==> src/design/fuap_pkg.sv <==
// ----------------------------------------------------------------------------
// fuap_pkg
// Shared types and constants for the FU-A packetizer.
// ----------------------------------------------------------------------------
package fuap_pkg;

    localparam int LENGTH_BITS    = 20;
    localparam int SUM_BITS       = ((LENGTH_BITS > 17) ? LENGTH_BITS : 17) + 2;
    localparam int SIZE_BITS      = 17;
    localparam int QUEUE_DEPTH    = 4;
    localparam int QUEUE_PTR_BITS = $clog2(QUEUE_DEPTH);
    localparam int QUEUE_CNT_BITS = $clog2(QUEUE_DEPTH + 1);

    localparam logic [7:0] CFG_MAX_PAYLOAD     = 8'd0;
    localparam logic [7:0] CFG_HEADER_OVERHEAD = 8'd1;

    localparam logic [15:0] MAX_PAYLOAD_RESET     = 16'd1420;
    localparam logic [6:0]  HEADER_OVERHEAD_RESET = 7'd16;
    localparam logic [15:0] MIN_PAYLOAD           = 16'd3;
    localparam logic [15:0] FU_BYTES              = 16'd2;

    localparam logic [7:0] NRI_MASK   = 8'hE0;
    localparam logic [7:0] TYPE_MASK  = 8'h1F;
    localparam logic [7:0] FU_A_TYPE  = 8'd28;
    localparam logic [7:0] START_BIT  = 8'h80;
    localparam logic [7:0] END_BIT    = 8'h40;

    localparam logic [1:0] PHASE_IND  = 2'd0;
    localparam logic [1:0] PHASE_HDR  = 2'd1;
    localparam logic [1:0] PHASE_DATA = 2'd2;

    typedef struct packed {
        logic                 has_fu;
        logic [7:0]           ind;
        logic [7:0]           hdr;
        logic [7:0]           data;
        logic                 data_first;
        logic                 data_final;
        logic [SIZE_BITS-1:0] size;
        logic                 fend;
        logic [31:0]          stamp;
        logic [7:0]           kind;
        logic [7:0]           channel;
    } job_t;

endpackage

==> src/design/fuap_front.sv <==
// ----------------------------------------------------------------------------
// fuap_front
// Accepts NAL bytes, tracks unit/fragment state, builds a job per emitted byte.
// ----------------------------------------------------------------------------
module fuap_front (
    input  logic                             clk,
    input  logic                             rst_n,
    input  logic                             cfg_valid,
    output logic                             cfg_ready,
    input  logic [7:0]                       cfg_index,
    input  logic [15:0]                      cfg_data,
    input  logic                             in_valid,
    output logic                             in_ready,
    input  logic [7:0]                       nal_byte,
    input  logic                             nal_start,
    input  logic [fuap_pkg::LENGTH_BITS-1:0] nal_length,
    input  logic [31:0]                      stamp,
    input  logic [7:0]                       frame_kind,
    input  logic [7:0]                       channel_id,
    input  logic                             q_full,
    output logic                             q_push,
    output fuap_pkg::job_t                   q_job
);

    localparam int LB = fuap_pkg::LENGTH_BITS;
    localparam int SB = fuap_pkg::SUM_BITS;

    logic [15:0]   max_payload_reg;
    logic [6:0]    header_overhead_reg;
    logic          fragmenting_reg, fragmenting_next;
    logic [LB-1:0] bytes_left_reg, bytes_left_next;
    logic [15:0]   fill_reg, fill_next;
    logic [7:0]    fu_ind_reg, fu_ind_next;
    logic [7:0]    fu_hdr_reg, fu_hdr_next;
    logic          first_frag_reg, first_frag_next;

    logic          accept;
    logic          emit;
    logic          fits;
    logic          eff_frag;
    logic [15:0]   maxe;
    logic [15:0]   chunk;
    logic [LB-1:0] len;
    logic [LB-1:0] eff_left;
    logic [15:0]   eff_fill;
    logic [SB-1:0] avail;
    logic [SB-1:0] pass_size;
    logic [SB-1:0] data_cnt;
    logic [SB-1:0] frag_size;
    logic          last;
    logic          frag_final;

    assign cfg_ready = 1'b1;
    assign in_ready  = !q_full;
    assign accept    = in_valid && in_ready;

    always_ff @(posedge clk or negedge rst_n) begin
        if (!rst_n)
        begin
            max_payload_reg     <= fuap_pkg::MAX_PAYLOAD_RESET;
            header_overhead_reg <= fuap_pkg::HEADER_OVERHEAD_RESET;
        end
        else if (cfg_valid)
        begin
            case (cfg_index)
                fuap_pkg::CFG_MAX_PAYLOAD:     max_payload_reg     <= cfg_data;
                fuap_pkg::CFG_HEADER_OVERHEAD: header_overhead_reg <= cfg_data[6:0];
                default: ;
            endcase
        end
    end

    always_comb begin
        maxe      = (max_payload_reg < fuap_pkg::MIN_PAYLOAD) ? fuap_pkg::MIN_PAYLOAD
                                                             : max_payload_reg;
        chunk     = maxe - fuap_pkg::FU_BYTES;
        len       = (nal_length == '0) ? LB'(1) : nal_length;
        fits      = 33'(len) <= 33'(maxe);
        eff_fill  = nal_start ? 16'd0 : fill_reg;
        eff_left  = nal_start ? len : bytes_left_reg;
        eff_frag  = nal_start ? 1'b0 : fragmenting_reg;
        emit      = nal_start ? fits : (bytes_left_reg != '0);
        avail     = SB'(eff_fill) + SB'(eff_left);
        pass_size = avail + SB'(header_overhead_reg);
        last      = avail <= SB'(chunk);
        data_cnt  = last ? avail : SB'(chunk);
        frag_size = data_cnt + SB'(fuap_pkg::FU_BYTES) + SB'(header_overhead_reg);
        frag_final = (SB'(eff_fill) + SB'(1)) >= data_cnt;
    end

    always_comb begin
        q_job.ind     = fu_ind_reg;
        q_job.hdr     = fu_hdr_reg | (first_frag_reg ? fuap_pkg::START_BIT : 8'd0)
                                   | (last ? fuap_pkg::END_BIT : 8'd0);
        q_job.data    = nal_byte;
        q_job.stamp   = stamp;
        q_job.kind    = frame_kind;
        q_job.channel = channel_id;
        if (!eff_frag)
        begin
            q_job.has_fu     = 1'b0;
            q_job.data_first = (eff_fill == 16'd0);
            q_job.data_final = (eff_left == LB'(1));
            q_job.size       = pass_size[fuap_pkg::SIZE_BITS-1:0];
            q_job.fend       = 1'b1;
        end
        else
        begin
            q_job.has_fu     = (eff_fill == 16'd0);
            q_job.data_first = 1'b0;
            q_job.data_final = frag_final;
            q_job.size       = frag_size[fuap_pkg::SIZE_BITS-1:0];
            q_job.fend       = last;
        end
    end

    assign q_push = accept && emit;

    always_comb begin
        fragmenting_next = fragmenting_reg;
        bytes_left_next  = bytes_left_reg;
        fill_next        = fill_reg;
        fu_ind_next      = fu_ind_reg;
        fu_hdr_next      = fu_hdr_reg;
        first_frag_next  = first_frag_reg;
        if (accept)
        begin
            if (nal_start)
            begin
                fill_next = 16'd0;
                if (fits)
                begin
                    fragmenting_next = 1'b0;
                    bytes_left_next  = len;
                end
                else
                begin
                    fragmenting_next = 1'b1;
                    bytes_left_next  = len - LB'(1);
                    fu_ind_next      = (nal_byte & fuap_pkg::NRI_MASK) | fuap_pkg::FU_A_TYPE;
                    fu_hdr_next      = nal_byte & fuap_pkg::TYPE_MASK;
                    first_frag_next  = 1'b1;
                end
            end
            if (emit)
            begin
                fill_next       = eff_fill + 16'd1;
                bytes_left_next = eff_left - LB'(1);
                if (!eff_frag)
                begin
                    if (eff_left == LB'(1))
                        fill_next = 16'd0;
                end
                else
                begin
                    if (frag_final)
                    begin
                        fill_next       = 16'd0;
                        first_frag_next = 1'b0;
                    end
                    if (eff_left == LB'(1))
                    begin
                        fragmenting_next = 1'b0;
                        fill_next        = 16'd0;
                    end
                end
            end
        end
    end

    always_ff @(posedge clk or negedge rst_n) begin
        if (!rst_n)
        begin
            fragmenting_reg <= 1'b0;
            bytes_left_reg  <= '0;
            fill_reg        <= 16'd0;
            fu_ind_reg      <= 8'd0;
            fu_hdr_reg      <= 8'd0;
            first_frag_reg  <= 1'b1;
        end
        else
        begin
            fragmenting_reg <= fragmenting_next;
            bytes_left_reg  <= bytes_left_next;
            fill_reg        <= fill_next;
            fu_ind_reg      <= fu_ind_next;
            fu_hdr_reg      <= fu_hdr_next;
            first_frag_reg  <= first_frag_next;
        end
    end

endmodule

==> src/design/fuap_queue.sv <==
// ----------------------------------------------------------------------------
// fuap_queue
// Small job FIFO between front and back; push and pop in the same cycle.
// ----------------------------------------------------------------------------
module fuap_queue (
    input  logic           clk,
    input  logic           rst_n,
    input  logic           push,
    input  fuap_pkg::job_t push_job,
    output logic           full,
    input  logic           pop,
    output logic           not_empty,
    output fuap_pkg::job_t head
);

    localparam int PB = fuap_pkg::QUEUE_PTR_BITS;
    localparam int CB = fuap_pkg::QUEUE_CNT_BITS;

    fuap_pkg::job_t slot_reg [fuap_pkg::QUEUE_DEPTH];
    logic [PB-1:0]  wr_ptr_reg, wr_ptr_next;
    logic [PB-1:0]  rd_ptr_reg, rd_ptr_next;
    logic [CB-1:0]  count_reg, count_next;
    logic           do_push;
    logic           do_pop;

    assign full      = (count_reg == CB'(fuap_pkg::QUEUE_DEPTH));
    assign not_empty = (count_reg != '0);
    assign do_push   = push && !full;
    assign do_pop    = pop && not_empty;
    assign head      = slot_reg[rd_ptr_reg];

    always_comb begin
        wr_ptr_next = do_push ? wr_ptr_reg + PB'(1) : wr_ptr_reg;
        rd_ptr_next = do_pop ? rd_ptr_reg + PB'(1) : rd_ptr_reg;
        count_next  = count_reg;
        if (do_push && !do_pop)
            count_next = count_reg + CB'(1);
        else if (do_pop && !do_push)
            count_next = count_reg - CB'(1);
    end

    always_ff @(posedge clk) begin
        if (do_push)
            slot_reg[wr_ptr_reg] <= push_job;
    end

    always_ff @(posedge clk or negedge rst_n) begin
        if (!rst_n)
        begin
            wr_ptr_reg <= '0;
            rd_ptr_reg <= '0;
            count_reg  <= '0;
        end
        else
        begin
            wr_ptr_reg <= wr_ptr_next;
            rd_ptr_reg <= rd_ptr_next;
            count_reg  <= count_next;
        end
    end

endmodule

==> src/design/fuap_back.sv <==
// ----------------------------------------------------------------------------
// fuap_back
// Expands queued jobs into payload bytes through a registered output stage.
// ----------------------------------------------------------------------------
module fuap_back (
    input  logic                           clk,
    input  logic                           rst_n,
    input  logic                           q_not_empty,
    input  fuap_pkg::job_t                 q_head,
    output logic                           q_pop,
    output logic                           out_valid,
    input  logic                           out_ready,
    output logic [7:0]                     out_byte,
    output logic                           packet_first,
    output logic                           packet_final,
    output logic [fuap_pkg::SIZE_BITS-1:0] packet_bytes,
    output logic                           frame_end,
    output logic [31:0]                    out_stamp,
    output logic [7:0]                     out_kind,
    output logic [7:0]                     out_channel,
    output logic                           run_last
);

    logic       valid_reg, valid_next;
    logic [1:0] phase_reg, phase_next;
    logic       load;
    logic       job_done;
    logic [7:0] sel_byte;
    logic       sel_first;
    logic       sel_final;

    assign load = q_not_empty && (!valid_reg || out_ready);

    always_comb begin
        sel_byte  = q_head.data;
        sel_first = q_head.data_first;
        sel_final = q_head.data_final;
        job_done  = 1'b1;
        if (q_head.has_fu)
        begin
            case (phase_reg)
                fuap_pkg::PHASE_IND:
                begin
                    sel_byte  = q_head.ind;
                    sel_first = 1'b1;
                    sel_final = 1'b0;
                    job_done  = 1'b0;
                end
                fuap_pkg::PHASE_HDR:
                begin
                    sel_byte  = q_head.hdr;
                    sel_first = 1'b0;
                    sel_final = 1'b0;
                    job_done  = 1'b0;
                end
                default:
                begin
                    sel_first = 1'b0;
                end
            endcase
        end
    end

    assign q_pop = load && job_done;

    always_comb begin
        valid_next = valid_reg;
        phase_next = phase_reg;
        if (load)
        begin
            valid_next = 1'b1;
            phase_next = job_done ? fuap_pkg::PHASE_IND : phase_reg + 2'd1;
        end
        else if (out_ready)
            valid_next = 1'b0;
    end

    always_ff @(posedge clk or negedge rst_n) begin
        if (!rst_n)
        begin
            valid_reg <= 1'b0;
            phase_reg <= fuap_pkg::PHASE_IND;
        end
        else
        begin
            valid_reg <= valid_next;
            phase_reg <= phase_next;
        end
    end

    always_ff @(posedge clk) begin
        if (load)
        begin
            out_byte     <= sel_byte;
            packet_first <= sel_first;
            packet_final <= sel_final;
            packet_bytes <= q_head.size;
            frame_end    <= q_head.fend;
            out_stamp    <= q_head.stamp;
            out_kind     <= q_head.kind;
            out_channel  <= q_head.channel;
            run_last     <= job_done;
        end
    end

    assign out_valid = valid_reg;

endmodule

==> src/design/h264_fua_packetizer.sv <==
// ----------------------------------------------------------------------------
// h264_fua_packetizer
// H.264 RTP packetizer with FU-A fragmentation, one NAL byte in per request.
//
// Input channel (in_valid/in_ready): one NAL unit byte with its tags; the
// unit length is sampled on the byte marked nal_start. Output channel
// (out_valid/out_ready): one payload byte per request with packet marks.
// Config channel (cfg_valid/cfg_ready, always ready): index 0 max_payload,
// index 1 header_overhead; write only while the block is idle.
// A byte passes the job queue and the output register before its first
// result. Throughput: one result byte per cycle when not stalled. A byte
// gives one result, or three at a fragment start (FU indicator, FU header,
// data), which the back end emits in turn; the four-entry job queue absorbs
// that, and input accepts one byte per cycle while the queue has room. The
// header byte of a fragmented unit is consumed and gives no result.
// Reset clears unit state and the queue and restores register defaults
// (max_payload 1420, header_overhead 16). When the receiver stalls the
// output register holds, the queue fills, and in_ready drops.
// ----------------------------------------------------------------------------
module h264_fua_packetizer (
    input  logic                             clk,
    input  logic                             rst_n,
    input  logic                             cfg_valid,
    output logic                             cfg_ready,
    input  logic [7:0]                       cfg_index,
    input  logic [15:0]                      cfg_data,
    input  logic                             in_valid,
    output logic                             in_ready,
    input  logic [7:0]                       nal_byte,
    input  logic                             nal_start,
    input  logic [fuap_pkg::LENGTH_BITS-1:0] nal_length,
    input  logic [31:0]                      stamp,
    input  logic [7:0]                       frame_kind,
    input  logic [7:0]                       channel_id,
    output logic                             out_valid,
    input  logic                             out_ready,
    output logic [7:0]                       out_byte,
    output logic                             packet_first,
    output logic                             packet_final,
    output logic [fuap_pkg::SIZE_BITS-1:0]   packet_bytes,
    output logic                             frame_end,
    output logic [31:0]                      out_stamp,
    output logic [7:0]                       out_kind,
    output logic [7:0]                       out_channel,
    output logic                             run_last
);

    fuap_pkg::job_t push_job;
    fuap_pkg::job_t head_job;
    logic           q_push;
    logic           q_full;
    logic           q_pop;
    logic           q_not_empty;

    fuap_front u_front (
        .clk        (clk),
        .rst_n      (rst_n),
        .cfg_valid  (cfg_valid),
        .cfg_ready  (cfg_ready),
        .cfg_index  (cfg_index),
        .cfg_data   (cfg_data),
        .in_valid   (in_valid),
        .in_ready   (in_ready),
        .nal_byte   (nal_byte),
        .nal_start  (nal_start),
        .nal_length (nal_length),
        .stamp      (stamp),
        .frame_kind (frame_kind),
        .channel_id (channel_id),
        .q_full     (q_full),
        .q_push     (q_push),
        .q_job      (push_job)
    );

    fuap_queue u_queue (
        .clk       (clk),
        .rst_n     (rst_n),
        .push      (q_push),
        .push_job  (push_job),
        .full      (q_full),
        .pop       (q_pop),
        .not_empty (q_not_empty),
        .head      (head_job)
    );

    fuap_back u_back (
        .clk          (clk),
        .rst_n        (rst_n),
        .q_not_empty  (q_not_empty),
        .q_head       (head_job),
        .q_pop        (q_pop),
        .out_valid    (out_valid),
        .out_ready    (out_ready),
        .out_byte     (out_byte),
        .packet_first (packet_first),
        .packet_final (packet_final),
        .packet_bytes (packet_bytes),
        .frame_end    (frame_end),
        .out_stamp    (out_stamp),
        .out_kind     (out_kind),
        .out_channel  (out_channel),
        .run_last     (run_last)
    );

endmodule
==> config.mk <==
export PLATFORM = sky130hd
export DESIGN_NAME = h264_fua_packetizer
export DESIGN_NICKNAME = d
export VERILOG_FILES = /design/src/design/fuap_pkg.sv /design/src/design/fuap_front.sv /design/src/design/fuap_queue.sv /design/src/design/fuap_back.sv /design/src/design/h264_fua_packetizer.sv
export SDC_FILE = /design/constraint.sdc
export NUM_CORES = 1
export LEC_CHECK = 0
export BUFFER_PORTS_ARGS = -buffer_cell sky130_fd_sc_hd__buf_2
export CORE_MARGIN = 10
export CORE_UTILIZATION = 50
export DETAILED_ROUTE_END_ITERATION = 12
export PLACE_DENSITY_LB_ADDON = 0.25
export RECOVER_POWER = 25
export SYNTH_ARGS = -nofsm -noshare
export SYNTH_HDL_FRONTEND = slang
export SYNTH_SLANG_ARGS = --single-unit
==> constraint.sdc <==
create_clock -name clk -period 13 [get_ports clk]
set_input_delay 1.3 -clock clk [delete_from_list [all_inputs] [get_ports clk]]
set_output_delay 1.3 -clock clk [all_outputs]
set_load 0.05 [all_outputs]
==> results.json, run 1 <==
{
  "nets": 2031,
  "max_freq_mhz": 108,
  "cts.htree.levels": 2,
  "place_hpwl_um": 37400,
  "syn_inst": 1640,
  "hold_class": "flip-flop to flip-flop",
  "die_h_um": 238,
  "finalWirelength_um": 54400,
  "std_cell_rows": 79,
  "fin_crit_sh_pct": 71.5,
  "regArea_sq_um": 14900,
  "ys_types": 84,
  "finalCriticalPeriod_ps": 9290,
  "place_congestion": 0.896,
  "critical_path_class": "input pin to flip-flop",
  "irDropWorstVdd_v": 0.000113,
  "holdBufCountCts": 0,
  "cts_made_buffers": 50,
  "largest_register_ffs": 352,
  "yosys.area_share.simple_pct": 8.13,
  "io_buffers": 184,
  "cts_setup_buffers": 0,
  "cts_sinks": 509,
  "endpoint_kind": "flip-flop",
  "place_area_sq_um": 25300,
  "drt_iter0_markers": 1008,
  "coreArea_sq_um": 46800,
  "tns_ps": 0,
  "rsz0062_at_grt": "false",
  "clockRootBuffer": "clkbuf_16",
  "die_area_sq_um": 56600,
  "dr.pass1.iters": 5,
  "clk_pin_slew_worst_paths_ps": 60,
  "cts_resized": 0,
  "startpoint_type": "input pin",
  "yosysMostFrequentCell": "edfxtp_1",
  "synth_top_area_share_pct": 54.3,
  "synthAdderAreaFrac_pct": 5.50,
  "grt_pass1_wl_um": 85400,
  "arrival_ps": 9810,
  "clock_skew_ps": 27.0,
  "initial_core_util_pct": 50.8,
  "n_fill_cell": 3712,
  "synth_largest_area_cell": "edfxtp_1",
  "drc": 0,
  "ys_async_sr_fraction_pct": 15.7,
  "drv_slew": 0,
  "ys_ff_latch": 509,
  "synth.area.top_cells": "edfxtp_1 (54%), mux4_2 (8.3%), dfrtp_1 (7.7%)",
  "clock_latency_ps": 590,
  "syn_area_per_cell_sq_um": 14.5,
  "grt_max_degree": 62,
  "antennaDiodeCount": 0,
  "clk_path_buf_depth": 3,
  "dieWidth_um": 238,
  "cp_slowest_cell": "nor2_2",
  "antenna_left": 0,
  "multiInputGateArea_sq_um": 8290,
  "synth-xor-area-share_pct": 3.54,
  "area_growth_pct": 12.6,
  "ys_seq_area_share_pct": 62.7,
  "finalInstanceArea_sq_um": 26700,
  "viasPerCell": 5.79,
  "netlist_area_sq_um": 23700,
  "synth.area.mux_share_pct": 10.3,
  "slowest_delay_ps": 590,
  "drive_above_1_share_pct": 20.7,
  "worstMarginPinSlew_ps": 1080,
  "synth_top_family_by_area": "multiplexers",
  "grt_use_total_pct": 19.2,
  "powerDensity_nw_per_um2": 208,
  "synth_edf_count": 429,
  "max-cap-violations": 0,
  "grt_overflow": 0,
  "cpMostUsedCell": "a21o_1",
  "p_total_mw": 5.57,
  "outcome": "completed",
  "cts_tree": "yes",
  "leakage_nw": 9.97,
  "pre_cts_slack_ps": 3270,
  "required_ps": 13520,
  "vias": 14300,
  "setup_viol": 0,
  "antenna_found_initial": 0,
  "ys_top_cells_by_count": "edfxtp_1 (429), nand2_1 (132), ha_1 (98), mux4_2 (88), nor2_1 (82)",
  "synth_compound_area_share_pct": 7.27,
  "synthFlopType": "edfxtp_1",
  "slew_headroom_pct": 27.7,
  "num_io_pins": 186,
  "worst-path-max-fanout": 46,
  "wl_per_cell_um": 22.0,
  "hold_viol": 0,
  "first_global_vias": 15000,
  "yosysWarningCount": 0,
  "setup_slack_ps": 3710
}
[through the flow]
stage          hold slack, ps  cells  util [%]
3_5_place_dp              463   2378      54.1
6_report                  479   2470      57.2
5_1_grt                   493   2470      57.2
4_1_cts                   476   2470      57.3
2_1_floorplan             439   1641         -
3_3_place_gp              461   2378      54.1
[routing by layer]
metal	part of all wire [%]	up-vias	global-route usage (%)	routed length (um)
met4	2.2	0	5.17	1180
met5	0	-	0	0
met3	5.4	75	3.60	2940
met2	50	417	33.2	27100
li1	-	6605	-	-
met1	42	7200	24.5	23100
[path summary, 6_finish.rpt]
check,slack (ps),from,to,depth (start not counted)
setup / recovery,3710,nal_start,u_front.fill_reg[9],31
hold / removal,480,u_front.bytes_left_reg[19],u_front.bytes_left_reg[19],2
setup reg to reg,5050,u_front.bytes_left_reg[0],u_front.fill_reg[9],28
hold reg to reg,480,u_front.bytes_left_reg[19],u_front.bytes_left_reg[19],2
max in group asynchronous,10560,rst_n,u_queue.rd_ptr_reg[1],2
min in group asynchronous,890,rst_n,u_front.max_payload_reg[9],1
[cells by family after synthesis]
family                     count (synthesis)
adders and majority gates                102
other                                      1
AOI/OAI and AO/OA                        263
and+or+nand+nor                          394
xor gates and xnor gates                  95
buffers and inverters                    145
muxes                                    131
DFF                                      509
[power by group]
| group | switching [mW] | leakage, nW | internal [mW] |
|---|---|---|---|
| Clock | 0.598 | 0.724 | 0.750 |
| Combinational | 1.21 | 4.37 | 0.632 |
| Sequential | 0.159 | 4.88 | 2.21 |
[layout by cell type, fill, tap and decap left out, types with 12 or more instances in the layout]
cell type,instances
nand2_1,132
inv_1,64
clkbuf_16,50
a22o_1,12
mux4_2,88
nand3_1,37
xnor2_1,70
a21o_1,21
nor3_1,27
nor2b_1,16
clkbuf_1,67
nand4_1,16
xor2_1,24
edfxtp_1,429
o21ai_0,57
buf_2,127
mux2_2,32
a21oi_1,67
nor2_1,81
buf_4,19
nor4_1,14
ha_1,98
o21ai_1,16
and3_1,13
clkinv_1,13
dfrtp_1,71
[cell type report]
type / instances / area share (%)
flip-flops and latches: 509 / 55.7
multi-input cells: 987 / 31.0
clock buffers: 60 / 4.82
repair buffers: 203 / 3.71
well taps: 607 / 2.84
inverters: 72 / 1.01
clock inverters: 32 / 0.894
[worst max-delay path: cells and delay by family]
family                   cells  cell delay [ps]
AO/OA/AOI/OAI               18             4240
adder cells (fa/ha/maj)      4             1300
buffers and inverters        4             1120
AND/OR/NAND/NOR              3              980
XOR/XNOR                     1              450
multiplexers                 1              380
No activity file was read; power rests on OpenSTA's default activity.
==> run 2: changes to the inputs <==
- clock period: 13 -> 8.24 ns (I/O delays scaled with it)
==> results.json, run 2 (synthesis results as in run 1) <==
{
  "wl_per_cell_um": 21.6,
  "powerDensity_nw_per_um2": 328,
  "clockRootBuffer": "clkbuf_16",
  "clk_path_buf_depth": 3,
  "cts_tree": "yes",
  "finalWirelength_um": 53900,
  "leakage_nw": 10.1,
  "setup_slack_ps": 537,
  "clock_latency_ps": 590,
  "arrival_ps": 8230,
  "cts_made_buffers": 50,
  "die_area_sq_um": 56600,
  "tns_ps": 0,
  "max-cap-violations": 0,
  "num_io_pins": 186,
  "drv_slew": 0,
  "max_freq_mhz": 130,
  "grt_pass1_wl_um": 85200,
  "p_total_mw": 8.85,
  "worstMarginPinSlew_ps": 1190,
  "grt_overflow": 0,
  "grt_max_degree": 61,
  "layout_common_cells": "edfxtp_1 (429), nand2_1 (132), buf_2 (127)",
  "endpoint_kind": "flip-flop",
  "whs_endpoint": "u_back.out_valid",
  "slowest_delay_ps": 460,
  "hold_class": "input pin to flip-flop",
  "grt_use_total_pct": 19.1,
  "finalCriticalPeriod_ps": 7700,
  "drt_iter0_markers": 981,
  "vias": 14300,
  "rsz0062_at_grt": "false",
  "critical_path_class": "input pin to flip-flop",
  "final_common_cell": "edfxtp_1",
  "io_buffers": 184,
  "hold_viol": 0,
  "dr.pass1.iters": 5,
  "clock_skew_ps": 15.8,
  "place_hpwl_um": 37300,
  "std_cell_rows": 79,
  "coreArea_sq_um": 46800,
  "drc": 0,
  "place_congestion": 0.920,
  "cts_sinks": 509,
  "setup_viol": 0,
  "clk_pin_slew_worst_paths_ps": 60,
  "drive_above_1_share_pct": 21.8,
  "reg2reg_from": "u_front.fill_reg[0]",
  "first_global_vias": 15000,
  "ff2ff_setup_slack_ps": 940,
  "r2r_cells": 29,
  "largest_register_ffs": 352,
  "nets": 2058,
  "die_h_um": 238,
  "holdBufCountCts": 0,
  "n_fill_cell": 3667,
  "area_growth_pct": 13.7,
  "r2r_end": "u_front.fill_reg[5]",
  "cts_resized": 0,
  "startpoint_type": "input pin",
  "worst-path-buf-inv": 3,
  "min_delay_path_depth": 2,
  "required_ps": 8770,
  "antenna_left": 0,
  "viasPerCell": 5.72,
  "cts.htree.levels": 2,
  "slew_headroom_pct": 20.7,
  "irDropWorstVdd_v": 0.000197,
  "outcome": "completed",
  "dieWidth_um": 238,
  "antenna_found_initial": 0,
  "worst-path-max-fanout": 6,
  "cpMostUsedCell": "a21o_1",
  "antennaDiodeCount": 0,
  "crit_family": "compound AO/OA/AOI/OAI gates",
  "cp_slowest_cell": "a2111oi_0",
  "min_from": "out_ready",
  "pre_cts_slack_ps": 60.5,
  "cts_setup_buffers": 0,
  "fin_crit_sh_pct": 93.5,
  "initial_core_util_pct": 50.8
}
-- run 2: cell count changes in the layout (fill, tap and decap cells not counted), sizes merged --
cell	delta
buf	+27
clkbuf	+10
clkinvlp	-7
clkinv	-6
bufinv	+1
inv	+1
-- run 2: metal layers --
metal	share of wire [%]	GRT usage, %	vias to the layer above
li1	-	-	6657
met1	43	25.1	7167
met2	50	32.6	391
met3	5.2	2.82	66
met4	1.9	5.48	0
met5	0	0	-
-- run 2: final cells by class --
| cell class | count | area, sq um | area share (%) |
|---|---|---|---|
| clock buffers | 70 | 1350 | 4.99 |
| clock inverters | 21 | 209 | 0.774 |
| inverters | 72 | 270 | 1.00 |
| multi-input cells | 987 | 8290 | 30.7 |
| flip-flops and latches | 509 | 14900 | 55.2 |
| well taps | 607 | 759 | 2.81 |
| repair buffers | 230 | 1210 | 4.48 |
-- run 2: report_power, final --
part,internal [mW],switching (mW)
Sequential,3.49,0.296
Combinational,1.03,1.86
Clock,1.24,0.931
Total,5.76,3.09
-- run 2: worst max path at each step --
stage	from	endpoint	slack, ps	cells after the start
finish	nal_length[17]	u_front.fill_reg[5]	540	33
global route	nal_length[17]	u_front.fill_reg[13]	250	33
global placement	nal_length[16]	u_front.fill_reg[6]	270	33
floorplan	nal_start	u_queue.slot_reg[0][60]	80	37
detailed placement	nal_length[17]	u_front.fill_reg[9]	60	33
CTS	nal_length[17]	u_front.fill_reg[8]	620	33
-- run 2: worst reg2reg max path: cells and delay by family, from the launching register on --
| family | cells | cell delay, ps |
|---|---|---|
| muxes | 1 | 360 |
| and+or+nand+nor | 2 | 300 |
| AOI/OAI and AO/OA | 19 | 4300 |
| DFF | 1 | 430 |
| xor gates and xnor gates | 1 | 160 |
| adders and majority gates | 4 | 1300 |
| buffers and inverters | 2 | 380 |
-- run 2: through the flow --
stage	hold slack, ps	std cells	instance area, sq um	util, %
floorplan	439	1641	23700	-
global placement	456	2405	25500	54.5
detailed placement	479	2405	25500	54.5
CTS	94.6	2496	27100	57.9
global route	423	2496	27000	57.7
finish	438	2496	27000	57.7
